## src/rtl/isd_pkg.sv

```systemverilog
// Shared constants and controller/datapath interface types for the
// integer stream deduplicator. No dependencies.
`timescale 1ns / 1ps

package isd_pkg;

  localparam int TABLE_SLOTS = 1024;
  localparam int MAX_LEN     = 512;

  localparam int IDX_W    = $clog2(TABLE_SLOTS);
  localparam int CNT_W    = $clog2(MAX_LEN + 1);
  localparam int UCOUNT_W = 10;
  localparam int VALUE_W  = 32;
  localparam int EPOCH_W  = 8;

  localparam logic [31:0] HASH_MULT_RESET = 32'd2654435769;

  // Commands from the controller to the datapath.
  typedef struct packed {
    logic load_in;
    logic load_addr;
    logic rd_en;
    logic step;
    logic insert;
    logic res_set;
    logic res_new;
    logic res_ovf;
    logic emit;
    logic list_end;
    logic clr_write;
  } isd_cmd_t;

  // Status from the datapath to the controller.
  typedef struct packed {
    logic slot_empty;
    logic slot_match;
    logic count_full;
    logic probe_last;
    logic out_free;
    logic cur_last;
    logic epoch_wrap;
    logic clr_last;
  } isd_status_t;

endpackage

```

## src/rtl/isd_ctrl.sv

```systemverilog
// Controller state machine for the integer stream deduplicator.
// Depends on isd_pkg for the command and status types.
`timescale 1ns / 1ps

module isd_ctrl
  import isd_pkg::*;
(
  input  logic        clk,
  input  logic        rst,
  input  logic        in_valid,
  output logic        in_ready,
  input  isd_status_t status,
  output isd_cmd_t    cmd
);

  localparam logic [2:0] S_CLEAR = 3'd0;
  localparam logic [2:0] S_IDLE  = 3'd1;
  localparam logic [2:0] S_HASH  = 3'd2;
  localparam logic [2:0] S_READ  = 3'd3;
  localparam logic [2:0] S_CMP   = 3'd4;
  localparam logic [2:0] S_EMIT  = 3'd5;

  logic [2:0] state;
  logic [2:0] state_next;

  always_ff @(posedge clk) begin
    if (rst) begin
      state <= S_CLEAR;
    end else begin
      state <= state_next;
    end
  end

  assign in_ready = (state == S_IDLE);

  always_comb begin
    cmd        = '0;
    state_next = state;
    case (state)
      S_CLEAR: begin
        cmd.clr_write = 1'b1;
        if (status.clr_last) begin
          state_next = S_IDLE;
        end
      end
      S_IDLE: begin
        if (in_valid) begin
          cmd.load_in = 1'b1;
          state_next  = S_HASH;
        end
      end
      S_HASH: begin
        cmd.load_addr = 1'b1;
        state_next    = S_READ;
      end
      S_READ: begin
        cmd.rd_en  = 1'b1;
        state_next = S_CMP;
      end
      S_CMP: begin
        if (status.slot_empty) begin
          cmd.res_set = 1'b1;
          if (status.count_full) begin
            cmd.res_ovf = 1'b1;
          end else begin
            cmd.insert  = 1'b1;
            cmd.res_new = 1'b1;
          end
          state_next = S_EMIT;
        end else if (status.slot_match) begin
          cmd.res_set = 1'b1;
          state_next  = S_EMIT;
        end else if (status.probe_last) begin
          // Whole table walked without a match or a free slot.
          cmd.res_set = 1'b1;
          cmd.res_ovf = 1'b1;
          state_next  = S_EMIT;
        end else begin
          cmd.step   = 1'b1;
          state_next = S_READ;
        end
      end
      S_EMIT: begin
        if (status.out_free) begin
          cmd.emit = 1'b1;
          if (status.cur_last) begin
            cmd.list_end = 1'b1;
            state_next   = status.epoch_wrap ? S_CLEAR : S_IDLE;
          end else begin
            state_next = S_IDLE;
          end
        end
      end
      default: begin
        state_next = S_CLEAR;
      end
    endcase
  end

`ifndef ASSERT_OFF
  a_accept_to_hash: assert property (@(posedge clk) disable iff (rst)
    (in_valid && in_ready) |=> (state == S_HASH))
    else $error("accepted request did not start hashing");
  a_clear_blocks_input: assert property (@(posedge clk) disable iff (rst)
    cmd.clr_write |-> !in_ready)
    else $error("request accepted during clearing pass");
  a_state_legal: assert property (@(posedge clk) disable iff (rst)
    state <= S_EMIT)
    else $error("controller left its legal states");
`endif

endmodule

```

## config.mk

```make
export PLATFORM = sky130hd
export DESIGN_NAME = isd_ctrl
export DESIGN_NICKNAME = d
export VERILOG_FILES = /design/src/rtl/isd_pkg.sv /design/src/rtl/isd_ctrl.sv
export SDC_FILE = /design/constraint.sdc
export NUM_CORES = 1
export LEC_CHECK = 0
export ABC_CLOCK_PERIOD_IN_PS = 1400
export BUFFER_PORTS_ARGS = -buffer_cell sky130_fd_sc_hd__buf_4
export CAP_MARGIN = 40
export CORE_AREA = 4 4 41 43
export DETAILED_ROUTE_END_ITERATION = 10
export DIE_AREA = 0 0 45 47
export PLACE_DENSITY = 0.51
export SLEW_MARGIN = 15
export SYNTH_ARGS = -nofsm -noshare
export SYNTH_HDL_FRONTEND = slang
export SYNTH_SLANG_ARGS = --single-unit
```

## constraint.sdc

```tcl
create_clock -name clk -period 1.4 [get_ports clk]
set_clock_uncertainty 0.05 [all_clocks]
set_input_delay 0 -clock clk [delete_from_list [all_inputs] [get_ports clk]]
set_output_delay 0 -clock clk [all_outputs]
set_load 0.03 [all_outputs]
```

==> results of run 1 <==
[worst register-to-register path: stages, from the launching register on]
cell,delay (ns)
dfxtp_4,0.33
buf_4,0.15
nor3b_4,0.15
and2_4,0.14
buf_4,0.12
o31a_1,0.22
[final timing paths]
check,cells past startpoint,endpoint,start,slack (ns)
setup / recovery,3,cmd[4],state[1]$_SDFFE_PP0P_,-0.04
hold / removal,4,state[0]$_SDFFE_PP0P_,in_valid,0.09
setup reg to reg,5,state[1]$_SDFFE_PP0P_,state[0]$_SDFFE_PP0P_,0.13
hold reg to reg,3,state[0]$_SDFFE_PP0P_,state[2]$_SDFFE_PP0P_,0.64
[what timing repair did]
action / in CTS / in global routing
setup buffers: 3 / 1
gates resized for setup: 8 / 4
hold buffers: 1 / 0
hold endpoints to repair: 3 / 0
pin swaps: 2 / 3
endpoints found under the setup margin: 5 / 4
[layer usage]
layer,vias up,track usage,part of all wire
li1,182,-,-
met2,15,0.1469,0.51
met4,0,0.08772,0.025
met3,2,0.04215,0.068
met1,168,0.1063,0.39
met5,-,0,0
[through the flow]
stage	TNS, ns	instances	power, mW	area (sq um)	hold slack [ns]
6_report	-0.08730	79	0.4104	585.6	0.09339
5_1_grt	-0.1624	79	0.4344	585.6	0.1191
4_1_cts	-0.1403	78	0.4098	566.8	0.09476
3_5_place_dp	0	70	0.2433	488.0	0.1585
3_3_place_gp	0	70	0.2436	488.0	0.1534
2_1_floorplan	-0.1317	33	0.1882	311.5	-0.001655
[placed cells by master, fill, tap and decap left out]
cell type / synthesis / final
buf_4: 1 / 24
buf_6: 2 / 5
clkbuf_4: 0 / 3
nor3_1: 3 / 2
inv_1: 2 / 2
nor3b_4: 0 / 2
a21oi_1: 2 / 2
nor2_1: 2 / 2
o31a_1: 2 / 2
dfxtp_4: 0 / 2
or3b_4: 1 / 1
nor2b_4: 1 / 1
nor3_2: 0 / 1
nor3b_2: 0 / 1
nor2b_2: 0 / 1
and3_1: 1 / 1
and2_1: 2 / 1
nor2_4: 1 / 1
nor3b_1: 4 / 1
and2_4: 0 / 1
and3b_1: 1 / 1
and4_1: 1 / 1
nor4_1: 1 / 1
nand2b_1: 1 / 1
a2111oi_0: 1 / 1
clkbuf_1: 0 / 1
dlygate4sd3_1: 0 / 1
dfxtp_2: 0 / 1
[power by group]
| part | switching [mW] | internal [mW] |
|---|---|---|
| Combinational | 0.0802 | 0.0845 |
| Clock | 0.0418 | 0.107 |
| Sequential | 0.00431 | 0.0930 |
[cell families (layout without fill, tap and decap cells)]
kind of cell / count (synthesis) / after routing / share of synthesized area
and+or+nand+nor: 20 / 20 / 0.5181
AOI/OAI and AO/OA: 5 / 5 / 0.1306
buffers and inverters: 5 / 36 / 0.1351
DFF: 3 / 3 / 0.2162
[layout make-up]
class,count,area [sq um],share of cell area
clock buffers,4,26.28,0.04487
inverters,2,7.507,0.01282
multi-input cells,25,217.7,0.3718
flip-flops and latches,3,68.82,0.1175
well taps,15,18.77,0.03205
repair buffers,30,246.5,0.4209
==> reports/qor.yml, run 1 <==
logic_synthesis:
  synth_top_cells_by_count: "nor3b_1, dfxtp_1, nor3_1"
  postSynthAreaPerCell_sq_um: 8.417
  synthCells: 33
  syn_area_sq_um: 277.8
  yosys.area.top_type_share: 0.2162
  ys.warnings.count: 0
  async_flop_share: 0
  yosys-top-cells-area: "dfxtp_1, nor3b_1, buf_6"
  syn_nets: 44
  yosysMostFrequentCell: "nor3b_1"
  ys.flop_type: "dfxtp_1"
  synth_top_area_cell: "dfxtp_1"
  ys_ff_latch: 3
  synthDistinctLibCells: 20
  yosysSeqAreaShare: 0.2162
  synth_edf_count: 0
final_layout:
  fin_nets: 76
  final_util: 0.4500
  largest_reg_flops: 3
  top_regs: "state: 3 flops"
  fillers: 141
  layout-drive-gt1-share: 0.6875
  antenna_cells: 0
  area_growth_pct: 110.8
  top_register: "state"
timing:
  setup_violations: 2
  slew_viol_final: 0
  tightest_slew_ns: 0.4377
  post-route-min-period_ns: 1.444
  finalHoldViolations: 0
  finalCritPeriodShare: 1.031
  rsz0062_at_grt: "yes"
  setup_ws_ns: -0.04371
  fmax_mhz: 692.7
  slew_headroom: 0.7060
setup_path:
  endpoint_kind: "output pin"
  required_ns: 1.35
  crit_type: "reg2out"
  cp_slowest_cell: "or3b_4"
  worst_ep_arrival_time_ns: 1.39
  cpLargestDelayFamily: "simple AND/OR/NAND/NOR gates"
  worstPathCellList: "or3b_4 -> nor3b_4 -> buf_6"
  cp.buffers_inverters: 1
  path_max_fanout: 4
  crit_path_start_kind: "register"
  cpPeakStageDelay_ns: 0.44
placed_design:
  dp_slack_ns: 0.1338
  portBuffers: 22
  gp_congestion: 0.6706
  place_hpwl_um: 706.4
outcome:
  violations: "setup timing"
  status: "complete, but fails checks"
routing:
  dr.pass1.iters: 4
  avgRoutedWirePerCell_um: 11.47
  vias_per_cell: 4.646
  drtIter0Drc: 5
  drtAntennaViolNets: 0
  drc: 0
  wl_um: 906
  vias: 367
pwr:
  leakage_nw: 0.2795
  power_density_nw_per_um2: 700.9
  ir_drop_uv: 359.5
cts:
  cts_tree: "done"
  path_clk_slew_ns: 0.03
  cts_buffers: 3
  clkSinkCount: 3
  cts_root_buf: "clkbuf_4"
  clockBufferDepth: 2
  worstSkewPairLatency_ns: 0.23
  htree_levels: 1
run:
  drv_cap: 0
hold_path:
  hp-class: "in2reg"
grt:
  grt_pass1_vias: 342
  grtUsageTotal: 0.09858
  grt_antenna_before_repair: 0
  grt_max_degree: 7
  grt_pass1_wl_mm: 1.449
  gr-total-overflow: 0
die:
  start_util: 0.2135
  core_area_sq_um: 1301
  num_rows: 13
  top_level_ports: 23
  die_h_um: 47
  fp.dieArea_sq_um: 2115
  die_x_um: 45
(Power assumes the default switching activity.)
==> inputs of run 2 (changes only) <==
--- a/constraint.sdc
+++ b/constraint.sdc
@@ -3,3 +3,3 @@
 set_input_delay 0 -clock clk [delete_from_list [all_inputs] [get_ports clk]]
 set_output_delay 0 -clock clk [all_outputs]
-set_load 0.03 [all_outputs]
+set_load 0.05 [all_outputs]
==> reports/qor.yml, run 2 (synthesized netlist as in run 1, its figures left out) <==
grt:
  grt_pass1_wl_mm: 1.400  # -3.4%
  grtUsageTotal: 0.09306  # -0.005521
  grt_max_degree: 10  # +3
  grt_pass1_vias: 362  # +5.8%
  grt_antenna_before_repair: 0  # unchanged
  gr-total-overflow: 0  # unchanged
setup_path:
  rr_worst_depth: 5  # unchanged
  worstPathCellList: "or3b_4 -> nor3b_4 -> buf_6"
  cp.depth: 3  # unchanged
  rrSetupSlack_ns: 0.12  # about the same
  r2r-start: "state[2]$_SDFFE_PP0P_"
  startpoint: "state[2]$_SDFFE_PP0P_"
  crit_type: "reg2out"
  crit_path_start_kind: "register"
  cpLargestDelayFamily: "simple AND/OR/NAND/NOR gates"
  worst_ep_arrival_time_ns: 1.42  # +0.03 ns
  cp.buffers_inverters: 1  # unchanged
  path_max_fanout: 4  # unchanged
  required_ns: 1.35  # about the same
  cpPeakStageDelay_ns: 0.43  # about the same
  cp_slowest_cell: "or3b_4"
  crit_path_end: "cmd[6]"
  endpoint_kind: "output pin"
  worst_r2r_endpoint: "state[0]$_SDFFE_PP0P_"
pwr:
  p_total_mw: 0.4335  # +5.6%
  p_clk_frac: 0.342  # -0.020
  comb_power_share: 0.439  # +0.038
  power.internal_mw: 0.2813  # -0.97%
  netSwitchingPower_mw: 0.1521  # +20%
  seq_power_share: 0.219  # -0.018
  power_density_nw_per_um2: 720.3  # +2.8%
  leakage_nw: 0.2749  # -1.6%
  p_sw_frac: 0.3510  # +0.04323
  ir_drop_uv: 355.0  # -1.2%
cts:
  clockBufferDepth: 2  # unchanged
  worstSkewPairLatency_ns: 0.23  # about the same
  htree_levels: 1  # unchanged
  cts_buffers: 3  # unchanged
  clkSinkCount: 3  # unchanged
  cts_root_buf: "clkbuf_4"
  path_clk_slew_ns: 0.04  # about the same
  cts_tree: "done"
run:
  drv_cap: 0  # unchanged
timing:
  finalHoldViolations: 0  # unchanged
  tightest_slew_ns: 0.3815  # -0.05617 ns
  setup_ws_ns: -0.06669  # -0.02298 ns
  post-route-min-period_ns: 1.467  # +0.02298 ns
  finalCritPeriodShare: 1.048  # +0.01642
  slew_viol_final: 0  # unchanged
  setup_violations: 2  # unchanged
  fmax_mhz: 681.8  # -1.6%
  slew_headroom: 0.7391  # +0.03311
  rsz0062_at_grt: "yes"
final_layout:
  area_growth_pct: 116.7
  seq_area_sq_um: 63.81  # -7.3%
  multi_input_area_sq_um: 231.5  # +6.3%
  antenna_cells: 0  # unchanged
  largest_reg_flops: 3  # unchanged
  fillers: 131  # -7.1%
  instances_no_fill: 77  # -2.5%
  fin_nets: 74  # -2.6%
  final_cell_mix: "buf_4, buf_6, nor3b_4, clkbuf_4"
  layout_commonest_cell: "buf_4"
  top_register: "state"
  layout-drive-gt1-share: 0.6935  # +0.006048
  top_regs: "state: 3 flops"
placed_design:
  place_inst: 70  # unchanged
  portBuffers: 22  # unchanged
  gp_congestion: 0.7254  # +8.2%
  place_hpwl_um: 712.1  # +0.81%
outcome:
  status: "complete, but fails checks"
  violations: "setup timing"
die:
  die_h_um: 47  # unchanged
  num_rows: 13  # unchanged
  start_util: 0.2135  # unchanged
  fp.dieArea_sq_um: 2115  # unchanged
  top_level_ports: 23  # unchanged
  die_x_um: 45  # unchanged
  core_area_sq_um: 1301  # unchanged
routing:
  avgRoutedWirePerCell_um: 11.35  # -1.0%
  drc: 0  # unchanged
  dr.pass1.iters: 4  # unchanged
  vias: 348  # -5.2%
  vias_per_cell: 4.519  # -2.7%
  wl_um: 874  # -3.5%
  drtIter0Drc: 2  # -3
  drtAntennaViolNets: 0  # unchanged
hold_path:
  hp-class: "in2reg"
run 2: cell type report:
class,count,area share
clock buffers,4,0.04366
inverters,2,0.01247
multi-input cells,25,0.3846
flip-flops and latches,3,0.1060
well taps,15,0.03119
repair buffers,28,0.4220
run 2: power groups by stage:
stage	registers [mW]	logic [mW]	clock network, mW
after global placement	0.0984	0.175	0
after global routing	0.0958	0.202	0.164
after floorplan	0.0992	0.115	0
final	0.0951	0.190	0.148
after CTS	0.0949	0.179	0.155
after detailed placement	0.0983	0.174	0
run 2: worst register-to-register path, stage by stage, from the launching register on:
cell	delay (ns)
dfxtp_4	0.33
buf_4	0.12
buf_4	0.15
nand2b_1	0.11
a21oi_1	0.06
a2111oi_0	0.32
run 2: metal layers:
layer  share of wire  routed length, um  up-vias  GRT usage
met4               0                  0        0    0.07018
met1            0.36                319      154    0.09502
met3            0.11                 98        0    0.03065
met5               0                  0        -          0
li1                -                  -      177          -
met2            0.52                456       17     0.1582
run 2: stage by stage:
step	utilization	hold WS, ns	TNS, ns	instance area, sq um	setup slack [ns]
detailed placement	0.3788	0.1538	0	493.0	0.1037
global placement	0.3788	0.1519	0	493.0	0.1225
global route	0.4625	0.09142	-0.2917	601.8	-0.1190
CTS	0.4202	0.05837	-0.1609	546.8	-0.08067
finish	0.4625	0.07115	-0.1331	601.8	-0.06669
floorplan	-	0.01832	-0.9999	320.3	-0.3047
run 2: worst min-delay path by stage:
stage / from / endpoint / slack (ns) / cells past startpoint
floorplan: status[5] / cmd[4] / 0.02 / 1
finish: in_valid / state[1]$_SDFFE_PP0P_ / 0.07 / 3
global placement: rst / state[0]$_SDFFE_PP0P_ / 0.15 / 2
CTS: in_valid / state[1]$_SDFFE_PP0P_ / 0.06 / 3
detailed placement: rst / state[0]$_SDFFE_PP0P_ / 0.15 / 2
global route: in_valid / state[1]$_SDFFE_PP0P_ / 0.09 / 3
run 2: repair_timing:
action                     in CTS  in global routing
buffers inserted                1                  1
setup endpoints to repair       5                  9
gates cloned                    0                  0
gates resized for setup         3                 12
hold endpoints to repair        3                  0
pin swaps                       1                  0
hold buffers                    1                  0
